==> config.mk <==
export PLATFORM = sky130hd
export DESIGN_NAME = affinity_group_placer
export DESIGN_NICKNAME = d
export VERILOG_FILES = /design/src/rtl/agp_pkg.sv /design/src/rtl/agp_thread_mem.sv /design/src/rtl/affinity_group_placer.sv
export VERILOG_INCLUDE_DIRS = /design/src /design/src/rtl
export SDC_FILE = /design/constraint.sdc
export NUM_CORES = 2
export LEC_CHECK = 0
export CAP_MARGIN = 40
export CORE_UTILIZATION = 60
export CTS_BUF_LIST = sky130_fd_sc_hd__clkbuf_8
export DETAILED_ROUTE_END_ITERATION = 16
export DONT_BUFFER_PORTS = 1
export HOLD_SLACK_MARGIN = 0.03
export MAX_ROUTING_LAYER = met4
export PLACE_DENSITY = 0.79
export SYNTH_ARGS = -nofsm -noshare
export SYNTH_HDL_FRONTEND = slang
export SYNTH_SLANG_ARGS = --single-unit
==> constraint.sdc <==
create_clock -name clk -period 6.05 [get_ports clk]
set_clock_uncertainty 0.15 [all_clocks]
set_input_delay 0.605 -clock clk [delete_from_list [all_inputs] [get_ports clk]]
set_output_delay 0.605 -clock clk [all_outputs]
set_load 0.05 [all_outputs]
==> src/rtl/assert_macros.svh <==
// Assertion macros shared by the placer RTL.
// Used by the top level; depends on nothing else.
`ifndef ASSERT_MACROS_SVH
`define ASSERT_MACROS_SVH
`ifndef ASSERT_OFF
// Condition that must hold at every sampled edge out of reset.
`define AGP_ASSERT(lbl, clk, rstn, cond) \
  lbl: assert property (@(posedge clk) disable iff (!rstn) (cond)) \
    else $error("assertion failed");
// Implication checked at the same edge.
`define AGP_ASSERT_IMP(lbl, clk, rstn, ante, cons) \
  lbl: assert property (@(posedge clk) disable iff (!rstn) (ante) |-> (cons)) \
    else $error("assertion failed");
`else
`define AGP_ASSERT(lbl, clk, rstn, cond)
`define AGP_ASSERT_IMP(lbl, clk, rstn, ante, cons)
`endif
`endif

==> src/rtl/agp_pkg.sv <==
// Package of the affinity group placer: sizes, request codes, field widths.
// Used by every RTL module of the block; depends on nothing.
package agp_pkg;

  localparam int MAX_THREADS_DEF = 64;
  localparam int MAX_GROUPS_DEF  = 16;
  localparam int MAX_SLOTS_DEF   = 8;

  localparam int TAG_W    = 32;
  localparam int SLOT_W   = 3;
  localparam int MEMB_W   = 7;
  localparam int LIVE_W   = 5;
  localparam int TID_W    = 6;
  localparam int REQ_W    = 2;
  localparam int SEED_W   = 7;
  localparam int SCNT_W   = 4;
  localparam int CFG_IDX_W = 2;
  localparam int CFG_DAT_W = 7;

  localparam int IN_W  = 48;
  localparam int OUT_W = 112;

  localparam logic [MEMB_W-1:0] MEMBER_MAX = 7'd127;
  localparam logic [SEED_W-1:0] SEED_MOD   = 7'd127;

  // Request kinds.
  localparam logic [REQ_W-1:0] REQ_SET  = 2'd0;
  localparam logic [REQ_W-1:0] REQ_DUP  = 2'd1;
  localparam logic [REQ_W-1:0] REQ_TERM = 2'd2;

  // Register indexes.
  localparam logic [CFG_IDX_W-1:0] CFG_HINT = 2'd0;
  localparam logic [CFG_IDX_W-1:0] CFG_MAP  = 2'd1;
  localparam logic [CFG_IDX_W-1:0] CFG_SCNT = 2'd2;
  localparam logic [CFG_IDX_W-1:0] CFG_SEED = 2'd3;

endpackage

==> src/rtl/agp_thread_mem.sv <==
// Per-thread group table: one write port, one registered read port.
// Entries not yet written read as zero through a valid bit per entry.
module agp_thread_mem #(
  parameter int DEPTH = agp_pkg::MAX_THREADS_DEF,
  parameter int AW    = 6,
  parameter int DW    = 5
) (
  input  logic          clk,
  input  logic          rst_n,
  input  logic          we,
  input  logic [AW-1:0] waddr,
  input  logic [DW-1:0] wdata,
  input  logic          re,
  input  logic [AW-1:0] raddr,
  output logic [DW-1:0] rdata
);
  import agp_pkg::*;

  logic [DW-1:0]    mem_r [DEPTH];
  logic [DEPTH-1:0] vld_r;
  logic [DW-1:0]    rd_r;
  logic             rd_vld_r;

  // Storage array, no reset.
  always_ff @(posedge clk) begin
    if (we) begin
      mem_r[waddr] <= wdata;
    end
    if (re) begin
      rd_r <= mem_r[raddr];
    end
  end

  // Valid bits make the table read as cleared after reset.
  always_ff @(posedge clk) begin
    if (!rst_n) begin
      vld_r    <= '0;
      rd_vld_r <= 1'b0;
    end else begin
      if (we) begin
        vld_r[waddr] <= 1'b1;
      end
      if (re) begin
        rd_vld_r <= vld_r[raddr];
      end
    end
  end

  assign rdata = rd_vld_r ? rd_r : '0;

endmodule

==> src/rtl/affinity_group_placer.sv <==
// Top level of the affinity group placer: sequencer, group table, slot scan.
// Depends on agp_pkg, agp_thread_mem and assert_macros.svh.
//
//  channel | direction | handshake              | payload
//  in_     | input     | in_tvalid / in_tready  | in_tdata: request
//  out_    | output    | out_tvalid / out_tready| out_tdata: result
//  cfg_    | input     | cfg_we                 | cfg_index, cfg_wdata
//
// The group table scans (tag search, occupancy count, statistics) go through
// one shared read index, which sets the length of a request; placing a new
// group adds the seed reduction, the occupancy count and the slot scan.
// Reset is synchronous; no clearing pass is needed.
// in_tready is high only while the sequencer is idle; a finished result waits
// in the output register while the next request is taken.
`include "assert_macros.svh"
module affinity_group_placer #(
  parameter int MAX_THREADS = agp_pkg::MAX_THREADS_DEF,
  parameter int MAX_GROUPS  = agp_pkg::MAX_GROUPS_DEF,
  parameter int MAX_SLOTS   = agp_pkg::MAX_SLOTS_DEF
) (
  input  logic                          clk,
  input  logic                          rst_n,
  input  logic                          in_tvalid,
  output logic                          in_tready,
  // req_type[1:0], thread_id[7:2], parent_id[13:8], group_tag[45:14], zero fill
  input  logic [agp_pkg::IN_W-1:0]      in_tdata,
  output logic                          out_tvalid,
  input  logic                          out_tready,
  // status[0], thread_tag[32:1], slot[35:33], live_groups[40:36],
  // tag_min[72:41], tag_max[104:73], zero fill
  output logic [agp_pkg::OUT_W-1:0]     out_tdata,
  input  logic                          cfg_we,
  input  logic [agp_pkg::CFG_IDX_W-1:0] cfg_index,
  input  logic [agp_pkg::CFG_DAT_W-1:0] cfg_wdata
);
  import agp_pkg::*;

  localparam int TIW = (MAX_THREADS > 1) ? $clog2(MAX_THREADS) : 1;
  localparam int GEW = $clog2(MAX_GROUPS + 1);
  localparam int GIW = (MAX_GROUPS > 1) ? $clog2(MAX_GROUPS) : 1;
  localparam int SCW = $clog2(MAX_SLOTS + 1);
  localparam int KW  = (MAX_SLOTS > 1) ? $clog2(MAX_SLOTS) : 1;
  localparam int OCW = $clog2(MAX_GROUPS + 1);

  localparam logic [3:0] S_IDLE = 4'd0;
  localparam logic [3:0] S_RDT  = 4'd1;
  localparam logic [3:0] S_RDP  = 4'd2;
  localparam logic [3:0] S_REM  = 4'd3;
  localparam logic [3:0] S_TAG  = 4'd4;
  localparam logic [3:0] S_MOD  = 4'd5;
  localparam logic [3:0] S_OCC  = 4'd6;
  localparam logic [3:0] S_SLOT = 4'd7;
  localparam logic [3:0] S_ADD  = 4'd8;
  localparam logic [3:0] S_RDE  = 4'd9;
  localparam logic [3:0] S_STAT = 4'd10;
  localparam logic [3:0] S_OUT  = 4'd11;

  // Configuration registers.
  logic              hint_r, map_r;
  logic [SCNT_W-1:0] scnt_r;
  logic [SEED_W-1:0] seed_r;

  // Request registers and sequencer state.
  logic [3:0]       st_r, st_nxt;
  logic [REQ_W-1:0] req_r;
  logic [TID_W-1:0] tid_r, pid_r;
  logic [TAG_W-1:0] tag_r;
  logic             tvld_r, status_r;
  logic [GEW-1:0]   te_r;
  logic [GIW-1:0]   gi_r, g_r, freed_r, free_r;
  logic             freed_vld_r, free_fnd_r;
  logic [7:0]       rem_r;
  logic [2:0]       bc_r;
  logic [KW-1:0]    k_r, i_r, best_r;
  logic [OCW-1:0]   bo_r, cnt_r;
  logic [OCW-1:0]   occ_r [MAX_SLOTS];
  logic [TAG_W-1:0] mn_r, mx_r, ttag_r;
  logic [SLOT_W-1:0] tslot_r;
  logic             out_vld_r;
  logic [OUT_W-1:0] out_r;

  // Group table.
  logic [MAX_GROUPS-1:0] live_r;
  logic [TAG_W-1:0]      gtag_r  [MAX_GROUPS];
  logic [MEMB_W-1:0]     gmem_r  [MAX_GROUPS];
  logic [SLOT_W-1:0]     gslot_r [MAX_GROUPS];

  // Thread table port.
  logic           tm_we, tm_re;
  logic [TIW-1:0] tm_waddr, tm_raddr;
  logic [GEW-1:0] tm_wdata, tm_rdata;

  agp_thread_mem #(
    .DEPTH (MAX_THREADS),
    .AW    (TIW),
    .DW    (GEW)
  ) u_thread_mem (
    .clk   (clk),
    .rst_n (rst_n),
    .we    (tm_we),
    .waddr (tm_waddr),
    .wdata (tm_wdata),
    .re    (tm_re),
    .raddr (tm_raddr),
    .rdata (tm_rdata)
  );

  // Request fields and index checks.
  logic [TID_W-1:0] in_tid, in_pid;
  logic             in_tvld, pid_vld;
  logic [TIW-1:0]   tid_idx, pid_idx, in_idx;
  assign in_tid  = in_tdata[7:2];
  assign in_pid  = in_tdata[13:8];
  assign in_tvld = 32'(in_tid) < MAX_THREADS;
  assign pid_vld = 32'(pid_r) < MAX_THREADS;
  assign tid_idx = TIW'(32'(tid_r));
  assign pid_idx = TIW'(32'(pid_r));
  assign in_idx  = TIW'(32'(in_tid));

  // Clamped slot count and reduced seed.
  logic [SCW-1:0]    sc;
  logic [SEED_W-1:0] seed_m;
  always_comb begin
    if (scnt_r == '0) begin
      sc = SCW'(1);
    end else if (32'(scnt_r) > MAX_SLOTS) begin
      sc = SCW'(MAX_SLOTS);
    end else begin
      sc = SCW'(scnt_r);
    end
  end
  assign seed_m = (seed_r == SEED_MOD) ? '0 : seed_r;

  // Shared group table read at the scan index.
  logic              cur_live, hit, last_g;
  logic [TAG_W-1:0]  cur_tag;
  logic [MEMB_W-1:0] cur_mem;
  logic [SLOT_W-1:0] cur_slot;
  assign cur_live = live_r[gi_r];
  assign cur_tag  = gtag_r[gi_r];
  assign cur_mem  = gmem_r[gi_r];
  assign cur_slot = gslot_r[gi_r];
  assign hit      = cur_live && (cur_tag == tag_r);
  assign last_g   = gi_r == GIW'(MAX_GROUPS - 1);

  // Remainder step of the seed reduction.
  logic [7:0] rs, rem_nxt;
  assign rs      = {rem_r[6:0], seed_m[bc_r]};
  assign rem_nxt = (rs >= 8'(sc)) ? rs - 8'(sc) : rs;

  // Occupancy read and slot scan step. The next slot tried lies the step
  // count past the best slot found so far, wrapping at the slot count.
  logic [KW-1:0]  occ_addr, nb, k_next;
  logic [OCW-1:0] o, nbo;
  logic           slot_stop, slot_ok;
  logic [7:0]     ksum;
  assign occ_addr  = (st_r == S_OCC) ? KW'(cur_slot) : k_r;
  assign o         = occ_r[occ_addr];
  assign slot_ok   = 8'(cur_slot) < 8'(sc);
  assign slot_stop = (o == '0) || (8'(i_r) == 8'(sc) - 8'd1);
  assign ksum      = 8'(nb) + 8'(i_r) + 8'd1;
  assign k_next    = (ksum >= 8'(sc)) ? KW'(ksum - 8'(sc)) : KW'(ksum);
  always_comb begin
    nb  = best_r;
    nbo = bo_r;
    if (i_r == '0) begin
      nb  = k_r;
      nbo = o;
    end else if (o == '0 || o < bo_r) begin
      nb  = k_r;
      nbo = o;
    end
  end

  // Thread entry used for the report.
  logic [GEW-1:0] e_use;
  assign e_use = tvld_r ? tm_rdata : '0;

  // Thread table accesses.
  always_comb begin
    tm_re    = 1'b0;
    tm_raddr = tid_idx;
    tm_we    = 1'b0;
    tm_waddr = tid_idx;
    tm_wdata = '0;
    case (st_r)
      S_IDLE: begin
        tm_re    = in_tvalid && in_tvld;
        tm_raddr = in_idx;
      end
      S_RDT: begin
        tm_re    = (req_r == REQ_DUP) && pid_vld;
        tm_raddr = pid_idx;
      end
      S_REM: begin
        tm_we = 1'b1;
      end
      S_ADD: begin
        tm_we    = cur_live;
        tm_wdata = hint_r ? GEW'(32'(gi_r) + 1) : '0;
      end
      S_RDE: begin
        tm_re = tvld_r;
      end
      default: begin
      end
    endcase
  end

  // Sequencer next state.
  always_comb begin
    st_nxt = st_r;
    case (st_r)
      S_IDLE: if (in_tvalid) st_nxt = in_tvld ? S_RDT : S_STAT;
      S_RDT: begin
        if (req_r == REQ_SET || req_r == REQ_TERM) begin
          st_nxt = S_REM;
        end else if (req_r == REQ_DUP && pid_vld) begin
          st_nxt = S_RDP;
        end else begin
          st_nxt = S_RDE;
        end
      end
      S_RDP: begin
        if (tm_rdata == '0 || tm_rdata == te_r) st_nxt = S_RDE;
        else st_nxt = S_REM;
      end
      S_REM: begin
        if (req_r == REQ_DUP) st_nxt = S_ADD;
        else if (req_r == REQ_SET && tag_r != '0) st_nxt = S_TAG;
        else st_nxt = S_RDE;
      end
      S_TAG: begin
        if (hit) st_nxt = S_ADD;
        else if (last_g) begin
          if (freed_vld_r || free_fnd_r || !cur_live) st_nxt = S_MOD;
          else st_nxt = S_RDE;
        end
      end
      S_MOD:  if (bc_r == '0) st_nxt = S_OCC;
      S_OCC:  if (last_g) st_nxt = S_SLOT;
      S_SLOT: if (slot_stop) st_nxt = S_ADD;
      S_ADD:  st_nxt = S_RDE;
      S_RDE:  st_nxt = S_STAT;
      S_STAT: if (last_g) st_nxt = S_OUT;
      S_OUT:  if (!out_vld_r || out_tready) st_nxt = S_IDLE;
      default: st_nxt = S_IDLE;
    endcase
  end

  // Configuration writes.
  always_ff @(posedge clk) begin
    if (!rst_n) begin
      hint_r <= 1'b1;
      map_r  <= 1'b1;
      scnt_r <= SCNT_W'(4);
      seed_r <= '0;
    end else if (cfg_we) begin
      case (cfg_index)
        CFG_HINT: hint_r <= cfg_wdata[0];
        CFG_MAP:  map_r  <= cfg_wdata[0];
        CFG_SCNT: scnt_r <= cfg_wdata[SCNT_W-1:0];
        CFG_SEED: seed_r <= cfg_wdata;
        default: begin
        end
      endcase
    end
  end

  // Sequencer datapath and group table updates.
  always_ff @(posedge clk) begin
    if (!rst_n) begin
      st_r      <= S_IDLE;
      live_r    <= '0;
      out_vld_r <= 1'b0;
    end else begin
      st_r <= st_nxt;
      // Result register: loaded at the end of a request, cleared once taken.
      if (st_r == S_OUT && (!out_vld_r || out_tready)) begin
        out_vld_r <= 1'b1;
      end else if (out_vld_r && out_tready) begin
        out_vld_r <= 1'b0;
      end
      case (st_r)
        S_IDLE: begin
          if (in_tvalid) begin
            req_r       <= in_tdata[1:0];
            tid_r       <= in_tid;
            pid_r       <= in_pid;
            tag_r       <= in_tdata[45:14];
            tvld_r      <= in_tvld;
            status_r    <= 1'b0;
            freed_vld_r <= 1'b0;
            gi_r        <= '0;
            cnt_r       <= '0;
            mn_r        <= '0;
            mx_r        <= '0;
            ttag_r      <= '0;
            tslot_r     <= '0;
          end
        end
        S_RDT: begin
          te_r <= tm_rdata;
          gi_r <= GIW'(32'(tm_rdata) - 1);
        end
        S_RDP: begin
          g_r <= GIW'(32'(tm_rdata) - 1);
        end
        S_REM: begin
          // Leave the old group and free it once empty.
          if (te_r != '0) begin
            if (cur_mem <= MEMB_W'(1)) begin
              live_r[gi_r]  <= 1'b0;
              gtag_r[gi_r]  <= '0;
              gslot_r[gi_r] <= '0;
              gmem_r[gi_r]  <= '0;
              freed_vld_r   <= 1'b1;
              freed_r       <= gi_r;
            end else begin
              gmem_r[gi_r] <= cur_mem - MEMB_W'(1);
            end
          end
          gi_r       <= (req_r == REQ_DUP) ? g_r : '0;
          free_fnd_r <= 1'b0;
        end
        S_TAG: begin
          // Look for a live group with this tag and note the first free entry.
          if (!hit) begin
            gi_r <= gi_r + GIW'(1);
            if (!cur_live && !free_fnd_r) begin
              free_fnd_r <= 1'b1;
              free_r     <= gi_r;
            end
          end
          if (!hit && last_g) begin
            if (freed_vld_r) g_r <= freed_r;
            else if (free_fnd_r) g_r <= free_r;
            else g_r <= gi_r;
            if (!freed_vld_r && !free_fnd_r && cur_live) status_r <= 1'b1;
            rem_r <= '0;
            bc_r  <= 3'd6;
            for (int s = 0; s < MAX_SLOTS; s++) occ_r[s] <= '0;
          end
        end
        S_MOD: begin
          // One bit of the start slot remainder per cycle.
          rem_r <= rem_nxt;
          bc_r  <= bc_r - 3'd1;
          gi_r  <= '0;
          if (bc_r == '0) begin
            k_r <= map_r ? KW'(rem_nxt) : '0;
            i_r <= '0;
          end
        end
        S_OCC: begin
          // Count live groups per slot in use.
          if (cur_live && slot_ok) occ_r[occ_addr] <= o + OCW'(1);
          gi_r <= gi_r + GIW'(1);
        end
        S_SLOT: begin
          best_r <= nb;
          bo_r   <= nbo;
          k_r    <= k_next;
          i_r    <= i_r + KW'(1);
          if (slot_stop) begin
            live_r[g_r]  <= 1'b1;
            gtag_r[g_r]  <= tag_r;
            gmem_r[g_r]  <= '0;
            gslot_r[g_r] <= SLOT_W'(nb);
            gi_r         <= g_r;
          end
        end
        S_ADD: begin
          if (cur_live && cur_mem < MEMBER_MAX) begin
            gmem_r[gi_r] <= cur_mem + MEMB_W'(1);
          end
        end
        S_RDE: begin
          gi_r <= '0;
        end
        S_STAT: begin
          // Live count, tag range and the thread's own group.
          if (cur_live) begin
            if (cnt_r == '0 || cur_tag < mn_r) mn_r <= cur_tag;
            if (cnt_r == '0 || cur_tag > mx_r) mx_r <= cur_tag;
            cnt_r <= cnt_r + OCW'(1);
            if (32'(e_use) == 32'(gi_r) + 1) begin
              ttag_r  <= cur_tag;
              tslot_r <= cur_slot;
            end
          end
          gi_r <= gi_r + GIW'(1);
        end
        S_OUT: begin
          if (!out_vld_r || out_tready) begin
            out_r <= {7'd0, mx_r, mn_r, LIVE_W'(cnt_r), tslot_r, ttag_r, status_r};
          end
        end
        default: begin
        end
      endcase
    end
  end

  assign in_tready  = st_r == S_IDLE;
  assign out_tvalid = out_vld_r;
  assign out_tdata  = out_r;

  `AGP_ASSERT_IMP(a_short_no_tag, clk, rst_n, out_vld_r && out_r[0], out_r[32:1] == '0)
  `AGP_ASSERT_IMP(a_tag_order, clk, rst_n, out_vld_r, out_r[72:41] <= out_r[104:73])
  `AGP_ASSERT_IMP(a_empty_range, clk, rst_n, out_vld_r && out_r[40:36] == '0,
                  out_r[72:41] == '0 && out_r[104:73] == '0)
  `AGP_ASSERT_IMP(a_scan_bound, clk, rst_n, st_r == S_SLOT, 8'(k_r) < 8'(sc))

endmodule

# [After elaboration in Yosys (flattened, before gate mapping)]
# Memory sizes are Yosys's and may differ from the RTL's. A register that Yosys moved wholly into a read port is not among the register bits.
# Index checks and enable logic that the tools add are counted.
[totals] output_inout_bits=114 in_bits=62 ram_bits=1032 reg_bits=402 elab_cells=333 memories=5
[classes] reduce_logical=79 addsub=14 n_mux=139 magnitude_cmp=17 n_eq_ne=39 n_bitwise=7
[memory_table] memory="gtag_r" depth=16 width=32 rd=1 rd_ports_with_merged_regs=1 wr=1 line="affinity_group_placer.sv:84" text="logic [TAG_W-1:0] gtag_r [MAX_GROUPS];"
[memory_table] memory="u_thread_mem.mem_r" depth=64 width=5 rd=1 rd_ports_with_merged_regs=1 wr=1 line="agp_thread_mem.sv:19" text="logic [DW-1:0] mem_r [DEPTH];"
[memory_table] memory="gmem_r" depth=16 width=7 rd=1 rd_ports_with_merged_regs=1 wr=1 line="affinity_group_placer.sv:85" text="logic [MEMB_W-1:0] gmem_r [MAX_GROUPS];"
[memory_table] memory="gslot_r" depth=16 width=3 rd=1 rd_ports_with_merged_regs=1 wr=1 line="affinity_group_placer.sv:86" text="logic [SLOT_W-1:0] gslot_r [MAX_GROUPS];"
[memory_table] memory="occ_r" depth=8 width=5 rd=1 rd_ports_with_merged_regs=0 wr=8 line="affinity_group_placer.sv:76" text="logic [OCW-1:0] occ_r [MAX_SLOTS];"
[op_table] op="32-bit 2-to-1 mux" n=8
[op_table] op="32-bit one-hot mux with 2 select lines" n=3
[op_table] op="4-bit 2-to-1 mux" n=29
[op_table] op="64-bit OR" n=1
[op_table] op="16-bit 2-to-1 mux" n=3
[op_table] op="4-bit one-hot mux with 12 select lines" n=1
[op_table] op="1-bit 2-to-1 mux" n=47
[op_table] op="7-bit 2-to-1 mux" n=6
[op_table] op="5-bit 2-to-1 mux" n=8
[op_table] op="3-bit 2-to-1 mux" n=13
[op_table] op="32-bit equality test" n=1
[op_table] op="32-bit greater-than comparator" n=1
[op_table] op="32-bit less-than comparator" n=1
[op_table] op="16-bit one-hot mux with 2 select lines" n=1
[op_table] op="32-bit nonzero test" n=1
[op_table] op="32-bit OR reduction" n=1
[op_table] op="2-bit != test, second input constant" n=15
[op_table] op="5-bit AND reduction" n=6
[op_table] op="4-bit one-hot mux with 7 select lines" n=1
[op_table] op="3-bit one-hot mux with 2 select lines" n=4
[op_table] op="4-bit equality test, second input constant" n=5
[op_table] op="4-bit AND reduction" n=5
[op_table] op="2-bit nonzero test" n=10
[op_table] op="3-bit AND reduction" n=6
[op_table] op="other kinds (65)" n=118

# [Depth between registers and ports, before layout]
[logic_depth] word_depth=12 ltp_mapped=30 mapped_depth_nobuf=26

# [By module]
# From an unflattened synthesis, not the netlist that was laid out.
[unflattened] cells_unflattened=3370 hier_area_um2=59288.1
[modules_own_cells] module="affinity_group_placer" cells_each=2624 area_per_inst_um2=44231.2 instances=1 seq_area_each_um2=31240.0
[modules_own_cells] module="agp_thread_mem" cells_each=746 area_per_inst_um2=15056.9 instances=1 seq_area_each_um2=11060.6

# [Least setup slack after synthesis]
# Ideal clock, no wire load.
[synth_path] path_kind="input to register" startpoint="input port rst_n" endpoint="register out_r[0] (netlist: out_tdata[0]), enable pin" path_slack_ps=-262 path_stages=4 arrival_time_ps=5593 n_path_buf=2 setup_ps=570 t_required_ps=5330 path_cell_list="clkbuf_1 buf_1 nand2_1 nor2_1"
[synth_via] elab_chain_len=1
[synth_lines] item="start: declaration" line="affinity_group_placer.sv:22" text="input logic rst_n,"
[synth_lines] item="3-bit AND reduction (no source line)"
[synth_lines] item="end signal: assignment" line="affinity_group_placer.sv:396" text="out_r <= {7'd0, mx_r, mn_r, LIVE_W'(cnt_r), tslot_r, ttag_r, status_r};"
[synth_lines] item="end: declaration" line="affinity_group_placer.sv:80" text="logic [OUT_W-1:0] out_r;"
# No other way between the ends.
# A chain may end at the register's enable or synchronous reset.

==> key figures <==
CTS
  • CTS tree: done
  • Clock buffer depth: 3
  • CTS Root Cell: clkbuf_8
  • Total CTS buffers: 216
  • Num Clock Sinks: 1443
  • Clk_lat worst skew: 0.94 ns
  • Clock transition at path regs: 0.06 ns
  • CTS HTree Levels: 4

Yosys
  • Synthesized instance count: 3630
  • Post-Synth Simple-Gate Area: 6.70%
  • Synthesized flop and latch total: 1443
  • Post-synth cell types: 94
  • Synth async-reset ratio: 0%
  • Synth Area in Compound Gates: 5.04%
  • XOR/XNOR Fraction of Synth Area: 1.22%
  • Main combinational cell family by area after synthesis: multiplexers
  • Mapped Area: 60100 um2
  • Synth Area in Adders: 2.12%
  • Post-synth EDFFs: 1340
  • Mux contribution to synthesized area: 12.3%
  • Register area share after synthesis: 70.3%
  • Primary FF master, synth: edfxtp_1
  • Syn avg cell area: 16.6 um2
  • Synth warn: 0

Power
  • Leakage: 25.7 nW
  • VDD IR max: 0.000277 V
  • Power Density: 393 nW/um2
  • Overall power: 0.0266 W

Route
  • DRT iter0 DRCs: 4364
  • ANT nets after route: 0
  • 1st-pass router iterations: 6
  • Top sig layer: met4
  • Final WL: 146000 um
  • Number of vias per cell: 6.45
  • Metal1 wirelength: 53900 um
  • Routed wl met3: 15900 um
  • Met2 routed WL: 70300 um
  • Wire per inst: 27.1 um
  • Vias: 34674
  • DR DRC count: 0

GRT
  • Vias in the first global route: 34807
  • Gr usage total: 29.9%
  • First-pass GRT wire length: 217000 um
  • Remaining global-route overflow: 0
  • Initial antenna violation count: 2
  • Largest net degree at the start of global routing: 106

Floorplan
  • Die X: 319 um
  • Vert. Die Dim: 319 um
  • FP Rows: 115
  • Die area: 101000 um2
  • Starting Density: 60.8%
  • Core area: 98900 um2
  • Ports: 176

Worst setup path
  • Arrival time of the worst setup path: 6.31 ns
  • Startpoint types: flop
  • Worst setup path category: reg2reg
  • Required time of the critical path: 6.49 ns
  • Crit. End Element: flop
  • Crit Path Max Fanout: 6

Placed design
  • Post-DP HPWL: 88200 um
  • Placed Instances: 4902
  • GPL Wtd Cong: 0.912
  • Port-buffer cells: 0

Timing
  • RSZ-0062 raised after global routing: yes
  • Final Max Slew Viols: 0
  • Fin. Hold Viols: 0
  • Top achievable clock speed: 170 MHz
  • Final setup violation count: 0
  • Fin crit share: 97.0%
  • Worst rel slew slack: 38.3%
  • Final Critical Period: 5.87 ns
  • Slew of the pin with the lowest slew margin: 0.926 ns

Finish
  • Synth-to-Final Area Change: 12.7%
  • Multi-input logic area: 17000 um2
  • Share of cells above drive strength 1: 20.0%
  • Nets: 4067
  • Register area: 42300 um2
  • Non-Filler Instances: 5379
  • Filler cells: 6017

Run status
  • Outcome: completed

Run
  • Max Cap Violations: 0

Hold path
  • Worst hold path type: in2reg
## cell usage after synthesis (6+ instances only)
cell type / number / share of area, %
a211oi_1: 57 / 0.71
a21o_1: 32 / 0.40
a21oi_1: 101 / 0.84
a221oi_1: 6 / 0.087
a22oi_1: 30 / 0.37
a31oi_1: 13 / 0.14
and2_1: 45 / 0.47
and3_1: 42 / 0.44
buf_1: 20 / 0.12
buf_2: 41 / 0.34
buf_4: 24 / 0.30
buf_6: 13 / 0.24
clkbuf_1: 79 / 0.49
dfxtp_1: 103 / 3.4
edfxtp_1: 1340 / 67
ha_1: 97 / 2.0
inv_1: 113 / 0.71
mux2_2: 23 / 0.43
mux2i_1: 150 / 2.5
mux4_2: 248 / 9.3
nand2_1: 191 / 1.2
nand2b_1: 20 / 0.21
nand3_1: 59 / 0.49
nand3b_1: 8 / 0.10
nand4_1: 29 / 0.30
nor2_1: 311 / 1.9
nor2b_1: 63 / 0.66
nor3_1: 21 / 0.17
nor4_1: 14 / 0.15
o21a_1: 43 / 0.54
o21ai_0: 50 / 0.42
o21ai_1: 12 / 0.10
o221ai_1: 7 / 0.10
o22ai_1: 20 / 0.21
or2_2: 6 / 0.062
xnor2_1: 47 / 0.68
xor2_1: 37 / 0.54
## cell usage in the layout (no fill, tap or decap), types with 20 or more instances in the layout
cell           Yosys  routed
edfxtp_1        1340    1340
nor2_1           311     301
mux4_2           248     248
clkbuf_8           0     232
nand2_1          191     191
inv_1            113     184
mux2i_1          150     147
buf_4             24     137
dfxtp_1          103      99
ha_1              97      94
a21oi_1          101      86
dlygate4sd3_1      0      64
nor2b_1           63      63
nand3_1           59      59
a211oi_1          57      57
o21ai_0           50      47
xnor2_1           47      47
and2_1            45      45
o21a_1            43      43
and3_1            42      42
clkinv_1           1      42
xor2_1            37      37
a21o_1            32      32
nand4_1           29      29
clkinv_2           0      29
a22oi_1           30      27
mux2_2            23      21
nand2b_1          20      20
## cell type report
class,instances,area share (%)
Antenna cell,2,0.00738
Clock buffer,232,4.71
Clock inverter,171,1.63
Inverter,116,0.642
Multi-Input combinational cell,1900,25.0
Sequential cell,1443,62.4
Tap cell,1287,2.38
Timing Repair Buffer,228,3.21
## cells by family (layout without fill, tap and decap cells)
logic type	Yosys count	count (layout)
buf+inv	293	747
simple gates	843	843
xor+xnor	84	84
fa+ha+maj	100	100
mux	426	426
flops	1443	1443
other cells	1	9
compound gates	440	440
## report_power, final
group / leakage, nW / switching (W) / internal, W
sequential: 15.3 / 0.000320 / 0.0113
clock: 2.47 / 0.00384 / 0.00401
combinational: 7.85 / 0.00439 / 0.00281
## worst max-delay path: stages (launching register included)
cell     delay (ns)
dfxtp_4        0.40
mux4_2         0.54
mux2i_4        0.21
nor3_2         0.08
or3_4          0.45
mux2i_2        0.22
mux2i_1        0.10
mux2_4         0.28
ha_2           0.17
a21o_1         0.16
a21o_1         0.17
a21oi_2        0.14
and2_1         0.15
a31oi_2        0.10
o31ai_4        0.11
mux2i_1        0.28
ha_2           0.24
fa_1           0.45
inv_2          0.10
ha_4           0.20
a21o_1         0.17
a21o_1         0.16
a21oi_2        0.14
buf_4          0.14
nor2_1         0.04
a21oi_1        0.11
o22ai_1        0.09
## worst paths after layout
check / cells past startpoint / slack (ns) / to / startpoint
hold / removal: 3 / 0.11 / out_tdata[0] / rst_n
setup / recovery: 26 / 0.18 / k_r[1] / flop
setup reg to reg: 26 / 0.18 / k_r[1] / flop
hold reg to reg: 0 / 0.26 / out_tdata[32] / ttag_r[31]
## flip-flops by register name (all words and copies together) (netlist names), 7 cells and up, named ones only
name                flops
occ_r                  40
live_r                 16
u_thread_mem.vld_r     64
out_tdata             105
rem_r                   7
gslot_r                48
ttag_r                 32
mx_r                   32
mn_r                   32
u_thread_mem.mem_r    320
tag_r                  32
gtag_r                512
gmem_r                112
seed_r                  7
## metrics by stage
| stage | setup TNS [ns] | hold slack [ns] | util [%] | instance area [um2] | worst slack [ns] |
|---|---|---|---|---|---|
| floorplan | 0 | 0.250 | - | 60200 | 0.00394 |
| global route | -0.174 | 0.124 | 68.6 | 67800 | -0.0765 |
| global placement | 0 | 0.251 | 63.2 | 62500 | 0.0891 |
| detailed placement | -0.154 | 0.255 | 63.4 | 62700 | -0.0624 |
| finish | 0 | 0.108 | 68.6 | 67800 | 0.183 |
| CTS | 0 | 0.0663 | 68.4 | 67600 | 0.0116 |
## repair_timing
item	CTS	global route
pin swaps	0	11
hold buffers	65	0
setup endpoints to repair	3	3
setup buffers	0	4
hold endpoints to repair	129	0
gates resized for setup	1	21
## layer usage
| layer | vias to the layer above | GRT usage [%] |
|---|---|---|
| li1 | 14733 | - |
| met1 | 17356 | 38.5 |
| met2 | 2182 | 46.5 |
| met3 | 403 | 6.50 |
| met4 | 0 | 12.2 |
| met5 | - | - |
(Power assumes the default switching activity.)
